[src/sv/ptw_pkg.sv]
// Types and constants shared by the four-level page table walker.
package ptw_pkg;

    localparam int VADDR_W = 48;
    localparam int PADDR_W = 52;
    localparam int ENTRY_W = 64;
    localparam int FRAME_W = 51;
    localparam int IDX_W   = 9;

    localparam logic OP_TRANSLATE = 1'b0;
    localparam logic OP_ENTRY     = 1'b1;

    localparam logic KIND_READ = 1'b0;
    localparam logic KIND_DONE = 1'b1;

    localparam logic [1:0] LVL_PML4 = 2'd0;
    localparam logic [1:0] LVL_PDP  = 2'd1;
    localparam logic [1:0] LVL_PD   = 2'd2;
    localparam logic [1:0] LVL_PT   = 2'd3;

    localparam int VALID_BIT = 0;
    localparam int LARGE_BIT = 7;

    typedef struct packed {
        logic               op;
        logic [VADDR_W-1:0] virt_addr;
        logic [ENTRY_W-1:0] table_entry;
    } t_ptw_req;

    typedef struct packed {
        logic               kind;
        logic [PADDR_W-1:0] read_addr;
        logic               mapped;
        logic               huge_page;
        logic [FRAME_W-1:0] frame_number;
        logic               protocol_error;
    } t_ptw_rsp;

    typedef struct packed {
        logic               busy;
        logic [1:0]         level;
        logic [VADDR_W-1:0] vaddr;
    } t_ptw_state;

endpackage

[src/sv/ptw_step.sv]
// One walk step: next walk state and result for one request.
module ptw_step #(
    parameter int PHYS_ADDR_BITS = 52
) (
    input  ptw_pkg::t_ptw_req   i_req,
    input  ptw_pkg::t_ptw_state i_state,
    input  logic [51:0]         i_root_base,
    output ptw_pkg::t_ptw_state o_state,
    output ptw_pkg::t_ptw_rsp   o_rsp
);
    import ptw_pkg::*;

    localparam logic [PADDR_W-1:0] PADDR_MASK = {PADDR_W{1'b1}} >> (PADDR_W - PHYS_ADDR_BITS);

    logic [VADDR_W-1:0] vaddr;
    logic [1:0]         level;
    logic [IDX_W-1:0]   idx;
    logic [PADDR_W-13:0] table_hi;
    logic [ENTRY_W-1:0] e;

    always_comb begin
        e = i_req.table_entry;
        o_state = i_state;
        o_rsp = '0;
        vaddr = i_state.vaddr;
        level = i_state.level;
        table_hi = e[PADDR_W-1:12];
        if (i_req.op == OP_TRANSLATE) begin
            vaddr = i_req.virt_addr;
            level = LVL_PML4;
            table_hi = i_root_base[PADDR_W-1:12];
            o_state.busy = 1'b1;
            o_state.level = LVL_PML4;
            o_state.vaddr = i_req.virt_addr;
            o_rsp.kind = KIND_READ;
            o_rsp.protocol_error = i_state.busy;
        end else if (!i_state.busy) begin
            o_rsp.kind = KIND_DONE;
            o_rsp.protocol_error = 1'b1;
        end else if (!e[VALID_BIT]) begin
            o_state.busy = 1'b0;
            o_state.level = LVL_PML4;
            o_rsp.kind = KIND_DONE;
        end else if (i_state.level == LVL_PD && e[LARGE_BIT]) begin
            o_state.busy = 1'b0;
            o_state.level = LVL_PML4;
            o_rsp.kind = KIND_DONE;
            o_rsp.mapped = 1'b1;
            o_rsp.huge_page = 1'b1;
            o_rsp.frame_number = e[62:12];
        end else if (i_state.level == LVL_PT) begin
            o_state.busy = 1'b0;
            o_state.level = LVL_PML4;
            o_rsp.kind = KIND_DONE;
            o_rsp.mapped = 1'b1;
            o_rsp.frame_number = e[62:12];
        end else begin
            level = i_state.level + 2'd1;
            o_state.level = level;
            o_rsp.kind = KIND_READ;
        end

        case (level)
            LVL_PML4: idx = vaddr[47:39];
            LVL_PDP:  idx = vaddr[38:30];
            LVL_PD:   idx = vaddr[29:21];
            LVL_PT:   idx = vaddr[20:12];
            default:  idx = '0;
        endcase

        if (o_rsp.kind == KIND_READ) begin
            o_rsp.read_addr = {table_hi, idx, 3'b000} & PADDR_MASK;
        end
    end

endmodule

[src/sv/four_level_page_table_walker.sv]
// Top level of the four-level page table walker.
//
// Request channel (i_in_valid / o_in_stall / i_in_req): a translate request
// starts a walk from the root table; an entry request hands back the table
// entry read at the address the walker last asked for.
// Result channel (o_out_valid / i_out_stall / o_out_rsp): exactly one result
// per request, either a memory read request for the next entry or a
// finished translation with frame number, large-page and error flags.
// Configuration channel (i_cfg_valid / o_cfg_ready / i_cfg_data): writes the
// root table base; write it only while no walk result is outstanding.
// The request is held in the input register and moves to the result
// register once the result register is free. Throughput is one request per
// cycle while the receiver does not stall. The walk state is updated as
// each request leaves the input register.
// When the receiver stalls, the result register holds, then the input
// register holds, and o_in_stall rises. Synchronous active-low reset empties
// both registers, clears the root base and returns the walker to idle.
module four_level_page_table_walker #(
    parameter int PHYS_ADDR_BITS = 52
) (
    input  logic              i_clk,
    input  logic              i_rst_n,
    input  logic              i_in_valid,
    output logic              o_in_stall,
    input  ptw_pkg::t_ptw_req i_in_req,
    output logic              o_out_valid,
    input  logic              i_out_stall,
    output ptw_pkg::t_ptw_rsp o_out_rsp,
    input  logic              i_cfg_valid,
    output logic              o_cfg_ready,
    input  logic [51:0]       i_cfg_data
);
    import ptw_pkg::*;

    logic       r_in_valid;
    t_ptw_req   r_in_req;
    logic       r_out_valid;
    t_ptw_rsp   r_out_rsp;
    t_ptw_state r_state;
    t_ptw_state n_state;
    t_ptw_rsp   n_rsp;
    logic [PADDR_W-1:0] r_root_base;
    logic       out_free;
    logic       step_go;

    assign out_free    = !r_out_valid || !i_out_stall;
    assign step_go     = r_in_valid && out_free;
    assign o_in_stall  = r_in_valid && !out_free;
    assign o_out_valid = r_out_valid;
    assign o_out_rsp   = r_out_rsp;
    assign o_cfg_ready = 1'b1;

    ptw_step #(
        .PHYS_ADDR_BITS(PHYS_ADDR_BITS)
    ) u_step (
        .i_req       (r_in_req),
        .i_state     (r_state),
        .i_root_base (r_root_base),
        .o_state     (n_state),
        .o_rsp       (n_rsp)
    );

    always_ff @(posedge i_clk) begin
        if (!i_rst_n) begin
            r_in_valid  <= 1'b0;
            r_out_valid <= 1'b0;
            r_state     <= '0;
            r_root_base <= '0;
        end else begin
            if (i_cfg_valid && o_cfg_ready) begin
                r_root_base <= i_cfg_data;
            end
            if (!o_in_stall) begin
                r_in_valid <= i_in_valid;
            end
            if (out_free) begin
                r_out_valid <= r_in_valid;
            end
            if (step_go) begin
                r_state <= n_state;
            end
        end
    end

    always_ff @(posedge i_clk) begin
        if (!o_in_stall && i_in_valid) begin
            r_in_req <= i_in_req;
        end
        if (step_go) begin
            r_out_rsp <= n_rsp;
        end
    end

endmodule
[config.mk]
export PLATFORM = sky130hd
export DESIGN_NAME = four_level_page_table_walker
export DESIGN_NICKNAME = d
export VERILOG_FILES = /design/src/sv/ptw_pkg.sv /design/src/sv/ptw_step.sv /design/src/sv/four_level_page_table_walker.sv
export SDC_FILE = /design/constraint.sdc
export NUM_CORES = 1
export LEC_CHECK = 0
export BUFFER_PORTS_ARGS = -buffer_cell sky130_fd_sc_hd__buf_2
export CAP_MARGIN = 20
export CELL_PAD_IN_SITES_DETAIL_PLACEMENT = 1
export CELL_PAD_IN_SITES_GLOBAL_PLACEMENT = 1
export CORE_ASPECT_RATIO = 1.25
export CORE_UTILIZATION = 25
export DETAILED_ROUTE_END_ITERATION = 16
export PLACE_DENSITY = 0.55
export SYNTH_ARGS = -nofsm -noshare
export SYNTH_HDL_FRONTEND = slang
export SYNTH_SLANG_ARGS = --single-unit
export TNS_END_PERCENT = 100
[constraint.sdc]
create_clock -name i_clk -period 4.6 [get_ports i_clk]
set_input_delay 0.23 -clock i_clk [delete_from_list [all_inputs] [get_ports i_clk]]
set_output_delay 0.23 -clock i_clk [all_outputs]
set_load 0.05 [all_outputs]
* Word level (Yosys, flattened, before mapping) *
Index checks and enable logic that the tools add are counted.
W data, S select, Z words.

word-level totals
  bits in registers = 324
  input bits = 170

operators by class
  bitwise logic cells = 1
  equality and inequality tests = 6
  add/subtract/negate cells = 1
  reductions and logical operators = 13
  mux-type cells = 24

operator list
  cell                   number
  $mux W51               2
  $mux W48               1
  $mux W40               1
  $pmux W9 S4            1
  $mux W2                6
  $mux W3                4
  $mux W1                9
  $eq A2 B2 Y1 const B   4
  $logic_and A1 B1 Y1    4
  $logic_not A1 Y1       4
  $reduce_and A2 Y1      2
  $reduce_and A3 Y1      1
  $add A2 B1 Y2 const B  1
  $eq A2 B1 Y1 const B   1
  $logic_not A2 Y1       1
  $ne A2 B1 Y1 const B   1
  $logic_or A1 B1 Y1     1
  $not A1 Y1             1

* Logic depth before layout (Yosys ltp) *
  depth in word-level cells = 8
  depth in mapped cells = 8
  mapped depth without buffers = 6

* By module *
A second synthesis with hierarchy kept.

unflattened totals
  cells, all modules = 944
  area, all modules = 12819.8 µm²

modules (own cells, without submodules)
  module                        cells an instance  instances  area an instance (µm²)
  four_level_page_table_walker  619                1          10761.6
  ptw_step                      325                1          2058.2

* Least setup slack after synthesis *
Ideal clock, no wire load.

  path type = register -> register
  start = register r_out_valid (netlist: o_out_valid)
  end = register r_in_req[0] in the netlist's numbering (enable)
  cell stages (with the launch flop) = 3
  arrival time = 4.968 ns
  path slack = -0.916 ns
  setup time = 0.548 ns
  clock period less this slack = 5.516 ns
  path buffers = 0
  cells stage by stage = dfxtp_1 and3_1 nor2b_1

between the ends
  longest elaborated chain between the ends = 6

ends and longest elaborated chain
  what                      RTL line                            source
  start: declaration        four_level_page_table_walker.sv:37  logic r_out_valid;
  start signal: assignment  four_level_page_table_walker.sv:77  r_out_valid <= r_in_valid;
  $logic_not A1 Y1          four_level_page_table_walker.sv:46  assign out_free = !r_out_valid || !i_out_stall;
  $logic_or A1 B1 Y1        four_level_page_table_walker.sv:46
  $logic_not A1 Y1          four_level_page_table_walker.sv:48  assign o_in_stall = r_in_valid && !out_free;
  $logic_and A1 B1 Y1       four_level_page_table_walker.sv:48
  named net o_in_stall      four_level_page_table_walker.sv:24  output logic o_in_stall,
  $logic_not A1 Y1          four_level_page_table_walker.sv:86  if (!o_in_stall && i_in_valid) begin
  $logic_and A1 B1 Y1       four_level_page_table_walker.sv:86
  end signal: assignment    four_level_page_table_walker.sv:87  r_in_req <= i_in_req;
  end: declaration          four_level_page_table_walker.sv:36  t_ptw_req r_in_req;

The timed path passes the listed nets, and every way through them passes these cells.
A chain may end at the register's enable or synchronous reset.

* Worst setup path in the final report *
  start = register r_state[50] in the netlist's numbering
  end = register r_state[48] in the netlist's numbering

between the ends
  longest elaborated chain between the ends = 2

ends and longest elaborated chain
  what                                RTL line                            source
  start: declaration                  four_level_page_table_walker.sv:39  t_ptw_state r_state;
  start signal: assignment            four_level_page_table_walker.sv:80  r_state <= n_state;
  $ne A2 B1 Y1 (no source line)       n/a
  $reduce_and A2 Y1 (no source line)  n/a

No other way between the ends.

==> metrics.yaml <==
setup_viol_count_final: 0
max_slew.worst_pin.slew_ns: 0.964
max_freq_mhz: 385
syn-cell-area_um2: 10200
syn_inst: 802
tns_ns: 0
final_cells: 1735
min_path_type: "in2reg"
p_sw_share_pct: 23.6
insertion_delay_ns: 0.57
seqPwrFrac_pct: 47.6
use_met1_pct: 17.0
comb_power_share_pct: 9.2
p_int_mw: 4.54
p_leak_nw: 5.82
nNetsFinal: 1338
synth_edf_count: 194
clk_pin_slew_worst_paths_ns: 0.06
synth-seq-area-share_pct: 72.7
clockPowerShare_pct: 43.2
gp_congestion: 0.763
use_met2_pct: 26.2
cts_tree: "built"
required_ns: 5.07
maxCapViolCount: 0
synth_area_leaders: "edfxtp_1 (57%), dfxtp_1 (16%), nand2_1 (4.2%), mux2i_1 (3.9%), and3_1 (3.2%)"
area_growth_pct: 40.6
core_um2: 40200
maxSlewViolCount: 0
clockBufferDepth: 3
fillCellCount: 4427
boundaryPins: 280
grt_pass1_wl_mm: 46.3
powerDensity_nw_per_um2: 412
cts-root-buf: "clkbuf_16"
finalCritPeriodShare_pct: 56.4
path_cells: "and3_2 -> buf_4 -> nand2_1 -> or4_1 -> a21oi_1"
track_usage_pct: 14.5
end_kind: "flop"
routed_via_density: 4.34
yosysMostFrequentCell: "edfxtp_1"
die_y_um: 228
drt_pass1_iterations: 4
outcome: "finished, final reports clean"
cpMaxStageDelayCell: "and3_2"
synth_flop_cell: "edfxtp_1"
place_hpwl_mm: 18.6
synth_area_per_cell_um2: 12.8
synthArstFlopShare_pct: 0
yosys-top-cells-count: "edfxtp_1 (194), nand2_1 (115), dfxtp_1 (81)"
worst_clock_skew_ns: 0.0237
top_usage_layer: "met2"
wl_per_cell_um: 17.7
slowest_delay_ns: 0.60
numClockSinks: 275
ys_seq_elements: 275
post-route-drc-count: 0
grt_overflow: 0
cts_buffers: 31
wirelength_mm: 30.8
first_iter_violations: 316
netlist.area_leader.share_pct: 56.8
synthDistinctLibCells: 34
dp.cells: 1544
dieArea_um2: 41800
grt_max_degree: 93
first_global_vias: 8025
yosys_warnings: 0
ir_worst_vdd_mv: 0.290
power_switching_mw: 1.40
crit_fanout: 40
drive_above_1_share_pct: 26.2
max_slew_margin_pct: 35.5
io_buffers: 240
num_vias: 7533
dieWidth_um: 183
crit_arrival_ns: 3.07
antenna_found_initial: 2
start_util_pct: 25.5
cts_resized: 0
criticalPathCategory: "reg2reg"
met3_usage_pct: 2.79
rows: 82
ctsHtreeMaxLevel: 1
cp-start-kind: "flop"
fin_crit_ns: 2.60
final_antenna_net_count: 0
synth_largest_area_cell: "edfxtp_1"
rsz0062_at_grt: "no"
hold_viol_final: 0
power by group through the flow:
stage	sequential, mW	combinational, mW	clock, mW
after floorplan	3.00	0.171	0
after CTS	2.83	0.558	2.65
after global routing	2.84	0.592	2.74
after detailed placement	2.88	0.466	0
after global placement	2.88	0.459	0
final	2.83	0.547	2.56
logic make-up after synthesis:
family / Yosys count / synth area share [%]
other: 2 / 0.0733
buffers and inverters: 110 / 4.43
muxes: 42 / 4.13
adders and majority gates: 5 / 0.611
and+or+nand+nor: 256 / 11.4
AOI/OAI and AO/OA: 112 / 6.67
DFF: 275 / 72.7
final cells by class:
type,instances,area [um^2],area share (%)
Sequential cell,275,7450,51.7
Timing Repair Buffer,383,2620,18.2
Multi-Input combinational cell,419,2380,16.5
Clock buffer,50,980,6.80
Tap cell,546,683,4.74
Inverter,53,199,1.38
Clock inverter,7,91.3,0.634
Antenna cell,2,5.00,0.0347
critical path: cells and delay by family, from the launching register on:
kind / cells / cell delay [ns]
buf+inv: 1 / 0.54
simple gates: 3 / 1.24
flops: 1 / 0.53
compound gates: 1 / 0.12
registers in the layout, indices dropped and copies added (netlist names):
register     cells
o_out_rsp      104
r_in_req        90
r_root_base     40
r_state         39
o_out_valid      1
r_in_valid       1
per-stage QoR:
step	setup slack, ns	power [mW]	utilization, %	instance area (um^2)	hold slack (ns)
5_1_grt	1.85	6.17	35.8	14400	0.223
4_1_cts	2.00	6.04	35.8	14400	0.187
6_report	2.00	5.94	35.8	14400	0.230
3_3_place_gp	2.01	3.34	29.9	12000	0.407
3_5_place_dp	2.01	3.35	29.9	12000	0.408
2_1_floorplan	0.777	3.17	-	10300	0.329
layout by cell type (no fill, tap or decap), types with 3 or more instances in the layout:
master / count
dlygate4sd3_1: 132
clkinv_2: 3
mux2i_1: 40
a21oi_1: 40
clkbuf_1: 8
o211ai_1: 17
clkbuf_8: 9
o22ai_1: 40
inv_1: 52
nand2_1: 115
nand3_1: 13
buf_2: 240
buf_4: 10
a31oi_1: 9
nand4_1: 10
ha_1: 5
conb_1: 4
and3_1: 52
nor2_1: 55
dfxtp_1: 81
edfxtp_1: 194
clkbuf_16: 33
worst paths after layout:
check,from,end,slack (ns),cells after the start
worst max register to register,r_state[50]$_SDFFE_PN0P_,r_state[48]$_SDFFE_PN0P_,2.00,5
worst max-delay path,r_state[50]$_SDFFE_PN0P_,r_state[48]$_SDFFE_PN0P_,2.00,5
worst min-delay path,i_cfg_valid,r_root_base[21]$_SDFFE_PN0P_,0.23,3
worst min register to register,r_state[35]$_SDFFE_PN0P_,r_state[35]$_SDFFE_PN0P_,0.45,2
metal layers:
layer  wire length, um  up-vias
met5                 0        -
li1                  -     3570
met4               824        0
met2             15600      234
met3              1630       52
met1             12700     3677
repair_timing:
action	CTS	global route
hold buffers	132	0
setup buffers	0	0
endpoints found under the setup margin	0	0
hold endpoints to repair	132	0
(Power assumes the default switching activity.)
